**src/hdl/lrupr_pkg.sv**
```systemverilog
// ----------------------------------------------------------------------------
// LRU page replacement package
// Shared sizes, codes and the records that pass along the frame chain and
// from the controller to every frame cell.
// ----------------------------------------------------------------------------
`default_nettype none

package lrupr_pkg;

  localparam int FRAMES    = 16;
  localparam int PAGE_BITS = 16;
  localparam int IDX_W     = (FRAMES > 1) ? $clog2(FRAMES) : 1;
  localparam int RANK_W    = IDX_W;

  typedef logic [PAGE_BITS-1:0] page_t;
  typedef logic [IDX_W-1:0]     idx_t;
  typedef logic [RANK_W-1:0]    rank_t;

  typedef enum logic [1:0] {
    OC_HIT     = 2'd0,
    OC_FILL    = 2'd1,
    OC_REPLACE = 2'd2
  } outcome_t;

  // Running search record, handed from one frame cell to the next.
  typedef struct packed {
    logic  hit;
    idx_t  hit_idx;
    rank_t hit_rank;
    logic  empty;
    idx_t  empty_idx;
    logic  lru_seen;
    idx_t  lru_idx;
    rank_t lru_rank;
    page_t lru_page;
  } scan_t;

  // Update command broadcast to all frame cells once a search has finished.
  typedef struct packed {
    logic  en;
    idx_t  sel_idx;
    logic  set_page;
    logic  set_valid;
    logic  age_all;
    rank_t old_rank;
    page_t page;
  } upd_t;

endpackage

`default_nettype wire

```
**src/hdl/lrupr_cell.sv**
```systemverilog
// ----------------------------------------------------------------------------
// LRU frame cell
// Holds one frame (page, valid mark, recency rank), adds its view to the
// search record passing by and applies the broadcast update command.
// ----------------------------------------------------------------------------
`default_nettype none

module lrupr_cell
  import lrupr_pkg::*;
(
  input  wire   clk,
  input  wire   rst,
  input  idx_t  idx,
  input  wire   active,
  input  wire   tok_in,
  input  page_t page_in,
  input  scan_t carry_in,
  input  upd_t  upd,
  output logic  tok_out,
  output scan_t carry_out
);

  page_t frame_page;
  logic  frame_valid;
  rank_t frame_rank;
  scan_t carry_next;
  logic  sel;

  always_comb begin
    carry_next = carry_in;
    if (active) begin
      if (frame_valid && (frame_page == page_in) && !carry_in.hit) begin
        carry_next.hit      = 1'b1;
        carry_next.hit_idx  = idx;
        carry_next.hit_rank = frame_rank;
      end
      if (!frame_valid && !carry_in.empty) begin
        carry_next.empty     = 1'b1;
        carry_next.empty_idx = idx;
      end
      if (!carry_in.lru_seen || (frame_rank > carry_in.lru_rank)) begin
        carry_next.lru_seen = 1'b1;
        carry_next.lru_idx  = idx;
        carry_next.lru_rank = frame_rank;
        carry_next.lru_page = frame_page;
      end
    end
  end

  assign sel = (upd.sel_idx == idx);

  always_ff @(posedge clk) begin
    if (rst) begin
      tok_out <= 1'b0;
    end else begin
      tok_out <= tok_in;
    end
  end

  always_ff @(posedge clk) begin
    if (tok_in) begin
      carry_out <= carry_next;
    end
  end

  always_ff @(posedge clk) begin
    if (rst) begin
      frame_valid <= 1'b0;
      frame_rank  <= '0;
    end else if (upd.en) begin
      if (sel) begin
        frame_rank <= '0;
        if (upd.set_valid) begin
          frame_valid <= 1'b1;
        end
      end else if (frame_valid && (upd.age_all || (frame_rank < upd.old_rank))) begin
        frame_rank <= frame_rank + 1'b1;
      end
    end
  end

  always_ff @(posedge clk) begin
    if (upd.en && sel && upd.set_page) begin
      frame_page <= upd.page;
    end
  end

endmodule

`default_nettype wire

```
**src/hdl/lru_page_replacement_core.sv**
```systemverilog
// ----------------------------------------------------------------------------
// LRU page replacement core
// Fully associative frame store with least-recently-used replacement, built
// as a chain of frame cells that a search record walks through.
// ----------------------------------------------------------------------------
// Flow: a new page reference is taken only when the core is idle, after the
//   previous result has been loaded. The search record steps through one
//   frame cell per cycle along the chain.
// Reset: all frames empty, ranks zero, counters zero, 16 frames in use,
//   no result pending.
`default_nettype none

module lru_page_replacement_core
  import lrupr_pkg::*;
(
  input  wire         clk,
  input  wire         rst,
  // Page reference channel.
  input  wire         in_valid,
  output logic        in_ready,
  input  wire  [15:0] page,
  // Result channel.
  output logic        out_valid,
  input  wire         out_ready,
  output logic [1:0]  outcome,
  output logic [3:0]  frame_index,
  output logic        evicted_valid,
  output logic [15:0] evicted_page,
  output logic [31:0] hit_count,
  output logic [31:0] fault_count,
  // Configuration channel: frames in use.
  input  wire         cfg_valid,
  output logic        cfg_ready,
  input  wire  [4:0]  cfg_data
);

  typedef enum logic [2:0] {
    ST_IDLE = 3'b001,
    ST_SCAN = 3'b010,
    ST_HOLD = 3'b100
  } state_t;

  state_t state, state_next;

  // Active frame mask, derived from the frames-in-use register when it is
  // written. A value of zero acts as one frame, a value above FRAMES as all.
  logic [FRAMES-1:0] act_mask, act_mask_next;

  // Page of the reference under search, broadcast to every cell.
  page_t pg;
  logic  start;

  // Search chain: tok[i] and carry[i] feed cell i; the last entries are the
  // finished search.
  logic  [FRAMES:0] tok;
  scan_t            carry [FRAMES+1];
  scan_t            fin;
  upd_t             upd;

  logic  in_xfer, out_xfer, cfg_xfer;
  logic  slot_free, finish;

  logic [31:0] hits, faults;

  assign in_xfer   = in_valid && in_ready;
  assign out_xfer  = out_valid && out_ready;
  assign cfg_xfer  = cfg_valid && cfg_ready;
  assign in_ready  = (state == ST_IDLE);
  assign cfg_ready = 1'b1;

  // The result register is free when it is empty or its transfer happens now.
  assign slot_free = !out_valid || out_ready;

  // The update is applied and the result loaded once the search record has
  // left the last cell, as soon as the result register can take it.
  assign finish = slot_free && (((state == ST_SCAN) && tok[FRAMES]) || (state == ST_HOLD));

  // ---------------------------------------------------------------------------
  // Configuration: turn the written count into a mask of frames in use.
  // ---------------------------------------------------------------------------
  always_comb begin
    int n;
    n = int'(cfg_data);
    if (n == 0) begin
      n = 1;
    end
    if (n > FRAMES) begin
      n = FRAMES;
    end
    for (int i = 0; i < FRAMES; i++) begin
      act_mask_next[i] = (i < n);
    end
  end

  always_ff @(posedge clk) begin
    if (rst) begin
      act_mask <= '1;
    end else if (cfg_xfer) begin
      act_mask <= act_mask_next;
    end
  end

  // ---------------------------------------------------------------------------
  // Sequencer.
  // ---------------------------------------------------------------------------
  always_comb begin
    state_next = state;
    unique case (state)
      ST_IDLE: begin
        if (in_xfer) begin
          state_next = ST_SCAN;
        end
      end
      ST_SCAN: begin
        if (tok[FRAMES]) begin
          state_next = slot_free ? ST_IDLE : ST_HOLD;
        end
      end
      ST_HOLD: begin
        if (slot_free) begin
          state_next = ST_IDLE;
        end
      end
      default: begin
        state_next = ST_IDLE;
      end
    endcase
  end

  always_ff @(posedge clk) begin
    if (rst) begin
      state <= ST_IDLE;
      start <= 1'b0;
    end else begin
      state <= state_next;
      start <= in_xfer;
    end
  end

  always_ff @(posedge clk) begin
    if (in_xfer) begin
      pg <= PAGE_BITS'(page);
    end
  end

  // ---------------------------------------------------------------------------
  // Frame cell chain. The record entering cell 0 is empty; each cell adds the
  // first hit, the first empty frame and the oldest frame among those in use.
  // ---------------------------------------------------------------------------
  assign tok[0]   = start;
  assign carry[0] = '0;

  for (genvar i = 0; i < FRAMES; i++) begin : g_cell
    lrupr_cell u_cell (
      .clk       (clk),
      .rst       (rst),
      .idx       (IDX_W'(i)),
      .active    (act_mask[i]),
      .tok_in    (tok[i]),
      .page_in   (pg),
      .carry_in  (carry[i]),
      .upd       (upd),
      .tok_out   (tok[i+1]),
      .carry_out (carry[i+1])
    );
  end

  assign fin = carry[FRAMES];

  // ---------------------------------------------------------------------------
  // Decision. A hit makes its frame most recent. A fault with an empty frame
  // fills the lowest-numbered one and ages every valid frame. Otherwise the
  // oldest frame in use is replaced and becomes most recent; in both touch
  // cases only the frames younger than the touched one age.
  // ---------------------------------------------------------------------------
  always_comb begin
    upd          = '0;
    upd.en       = finish;
    upd.page     = pg;
    if (fin.hit) begin
      upd.sel_idx  = fin.hit_idx;
      upd.old_rank = fin.hit_rank;
    end else if (fin.empty) begin
      upd.sel_idx   = fin.empty_idx;
      upd.set_page  = 1'b1;
      upd.set_valid = 1'b1;
      upd.age_all   = 1'b1;
    end else begin
      upd.sel_idx  = fin.lru_idx;
      upd.old_rank = fin.lru_rank;
      upd.set_page = 1'b1;
    end
  end

  // Saturating running counts.
  always_ff @(posedge clk) begin
    if (rst) begin
      hits   <= '0;
      faults <= '0;
    end else if (finish) begin
      if (fin.hit) begin
        if (hits != '1) begin
          hits <= hits + 32'd1;
        end
      end else if (faults != '1) begin
        faults <= faults + 32'd1;
      end
    end
  end

  // ---------------------------------------------------------------------------
  // Result register.
  // ---------------------------------------------------------------------------
  always_ff @(posedge clk) begin
    if (rst) begin
      out_valid <= 1'b0;
    end else if (finish) begin
      out_valid <= 1'b1;
    end else if (out_xfer) begin
      out_valid <= 1'b0;
    end
  end

  always_ff @(posedge clk) begin
    if (finish) begin
      frame_index <= 4'(upd.sel_idx);
      if (fin.hit) begin
        outcome       <= OC_HIT;
        evicted_valid <= 1'b0;
        evicted_page  <= '0;
      end else if (fin.empty) begin
        outcome       <= OC_FILL;
        evicted_valid <= 1'b0;
        evicted_page  <= '0;
      end else begin
        outcome       <= OC_REPLACE;
        evicted_valid <= 1'b1;
        evicted_page  <= 16'(fin.lru_page);
      end
    end
  end

  // The counts shown belong to the result; they move only when one is loaded.
  assign hit_count   = hits;
  assign fault_count = faults;

  // ---------------------------------------------------------------------------
  // Assertions.
  // ---------------------------------------------------------------------------
  a_one_token: assert property (@(posedge clk) disable iff (rst)
    $countones(tok) <= 1)
    else $error("more than one search record in the frame chain");

  a_token_scan_only: assert property (@(posedge clk) disable iff (rst)
    (state != ST_SCAN) |-> (tok == '0))
    else $error("search record in the chain outside of a search");

  a_result_after_search: assert property (@(posedge clk) disable iff (rst)
    (!out_valid ##1 out_valid) |-> ($past(state) == ST_SCAN || $past(state) == ST_HOLD))
    else $error("result appeared without a finished search");

  a_evict_matches_outcome: assert property (@(posedge clk) disable iff (rst)
    out_valid |-> (evicted_valid == (outcome == OC_REPLACE)))
    else $error("eviction flag disagrees with outcome");

endmodule

`default_nettype wire

```
**config.mk**
```make
export PLATFORM = sky130hd
export DESIGN_NAME = lru_page_replacement_core
export DESIGN_NICKNAME = d
export VERILOG_FILES = /design/src/hdl/lrupr_pkg.sv /design/src/hdl/lrupr_cell.sv /design/src/hdl/lru_page_replacement_core.sv
export SDC_FILE = /design/constraint.sdc
export NUM_CORES = 2
export LEC_CHECK = 0
export ABC_AREA = 0
export BUFFER_PORTS_ARGS = -buffer_cell sky130_fd_sc_hd__buf_2
export CORE_UTILIZATION = 51
export DETAILED_ROUTE_END_ITERATION = 16
export PLACE_DENSITY = 0.77
export SYNTH_ARGS = -nofsm -noshare
export SYNTH_HDL_FRONTEND = slang
export SYNTH_HIERARCHICAL = 1
export SYNTH_SLANG_ARGS = --single-unit
```
**constraint.sdc**
```tcl
create_clock -name clk -period 9.4 [get_ports clk]
set_clock_uncertainty 0.15 [all_clocks]
set_input_delay 1.88 -clock clk [delete_from_list [all_inputs] [get_ports clk]]
set_output_delay 1.88 -clock clk [all_outputs]
set_load 0.01 [all_outputs]
```
==> results.yml <==
run_status:
  status: "completed"
route:
  num_vias: 28500
  drtPass1Iterations: 7
  routedWlPerCell_um: 17.2
  drc: 0
  drtAntennaViolNets: 0
  routed_wl_mm: 92.8
  viasPerCell: 5.30
  drtIter0Drc: 1834
global_route:
  antenna_found_initial: 1
  grt.overflow.total: 0
  grt_max_degree: 79
  grtUsageTotal_pct: 18.5
  grt_pass1_vias: 28700
  grt_first_pass_wirelength_mm: 149
setup_path:
  crit_type: "reg2reg"
  critPathLaunchType: "flip-flop"
  critical_path.max_fanout: 20
  crit_arrival_ns: 4.77
  reg2reg_depth: 9
  critPathCaptureType: "flip-flop"
  cp.required_ns: 9.83
synthesis:
  ys_warn_count: 6
  synthCells: 3498
  syn_area_sq_um: 50300
  synth.avg_cell_area_sq_um: 14.4
cts:
  cts_resized: 0
  cts_hold_buffers: 0
  clk_latency_ns: 0.67
  clk_path_buf_depth: 3
  clockRootBuffer: "clkbuf_16"
  cts.sink_count: 1098
  cts_tree: "built"
  cts.htree.levels: 3
  cts_setup_buffers: 0
  clk_pin_slew_ns: 0.06
  numCtsBuffers: 105
floorplanning:
  pin_count: 116
  initial_core_util_pct: 51.7
  fp.dieW_um: 316
  core-area_sq_um: 97100
  rows: 114
  die-area_sq_um: 99800
  chipHeight_um: 316
place:
  place_ws_ns: 4.54
  dp.cells: 5185
  gp_congestion: 0.844
  port_buffers: 114
  dpl.hpwl_mm: 64.1
power_and_ir_drop:
  internal_power_mw: 7.72
  seqPwrFrac_pct: 54.5
  power_density_nw_per_um2: 170
  p_sw_mw: 2.00
  vdd_drop_max_mv: 0.142
  leakage_nw: 20.3
  clkPwrFrac_pct: 42.0
  p_total_mw: 9.72
  sw_frac_of_total_pct: 20.6
  pwr-share-comb_pct: 3.5
layout:
  area_delta_synth_final_pct: 13.7
  nNetsFinal: 4172
  fin_cells: 5383
  post_route_cells_drive_above_1_share_pct: 24.8
min_path:
  hold_path.class: "reg2reg"
  hold_path_depth: 2
timing:
  clock.fmax_mhz: 230
  timing.final.ws_setup_ns: 5.06
  rsz0062_at_grt: "no"
  slew_headroom_pct: 16.2
  hold_violations: 0
  holdWs_ns: 0.346
  tns_ns: 0
  drv_slew: 0
  finalCriticalPeriod_ns: 4.34
  worst_pin_slew_ns: 1.26
  fin_crit_sh_pct: 46.2
  setup_violations: 0
flow_run:
  maxCapViolCount: 0
[power by group through the flow]
| stage | Combinational, mW | Sequential, mW | Clock, mW |
|---|---|---|---|
| floorplan | 0.207 | 5.43 | 0 |
| global placement | 0.326 | 5.40 | 0 |
| detailed placement | 0.336 | 5.40 | 0 |
| CTS | 0.340 | 5.30 | 4.16 |
| global route | 0.377 | 5.30 | 4.34 |
| finish | 0.342 | 5.30 | 4.08 |
[cells in the final DEF (no fill, tap or decap), drive strengths merged, types with 71 or more instances in the layout]
cell    count
nor4       71
a21oi     130
xor2      307
nand3     105
buf       170
nor2       83
edfxtp    917
inv       148
clkbuf    129
conb      303
o21ai     100
dfxtp     181
ha        130
nand2b     73
mux2      587
[critical path: stages (launching register included)]
cell	delay [ns]
edfxtp_1	0.55
nor2_1	0.87
a22o_1	0.96
inv_1	0.12
ha_1	0.35
a21oi_1	0.16
o211ai_1	0.10
o21bai_1	0.30
or4b_1	0.51
a31oi_1	0.17
[metal layers]
layer | part of all wire (%) | up-vias | GRT usage (%) | wire length (um)
met5 | 0.011 | - | 0 | 10
met4 | 3.1 | 2 | 6.71 | 2920
met2 | 50 | 613 | 32.6 | 46600
met1 | 43 | 13700 | 23.3 | 39700
li1 | - | 14100 | - | -
met3 | 3.8 | 185 | 2.43 | 3520
[flip-flops by register name, indices dropped and copies added, names as in the netlist]
| register | cells |
|---|---|
| evicted_page | 16 |
| g_cell.u_cell/frame_valid | 16 |
| g_cell.u_cell/frame_page | 256 |
| fault_count | 32 |
| start | 1 |
| act_mask | 16 |
| outcome | 2 |
| hit_count | 32 |
| state | 3 |
| g_cell.u_cell/tok_out | 16 |
| out_valid | 1 |
| g_cell.u_cell/carry_out | 623 |
| frame_index | 4 |
| pg | 16 |
| g_cell.u_cell/frame_rank | 64 |
[metrics by stage]
step | cell area [sq um] | util [%]
floorplan | 51400 | -
global placement | 53800 | 55.4
detailed placement | 53800 | 55.4
CTS | 57100 | 58.8
global route | 57100 | 58.8
finish | 57100 | 58.8
[path summary, 6_finish.rpt]
| check | start | to | slack [ns] |
|---|---|---|---|
| max reg2reg | g_cell[15].u_cell/carry_out[29] | g_cell[8].u_cell/frame_rank[2] | 5.06 |
| max | g_cell[15].u_cell/carry_out[29] | g_cell[8].u_cell/frame_rank[2] | 5.06 |
| min | hit_count[15] | hit_count[15] | 0.35 |
| min reg2reg | hit_count[15] | hit_count[15] | 0.35 |
[cell type report]
class | instances | area [sq um]
Fill cell | 7293 | 40000
Sequential cell | 1098 | 31200
Multi-Input combinational cell | 2494 | 19500
Clock buffer | 129 | 2760
Tap cell | 1276 | 1600
Timing Repair Buffer | 170 | 997
Clock inverter | 68 | 582
Inverter | 147 | 552
Antenna cell | 1 | 2.50
Note: power is estimated with default switching activity, not from simulation.
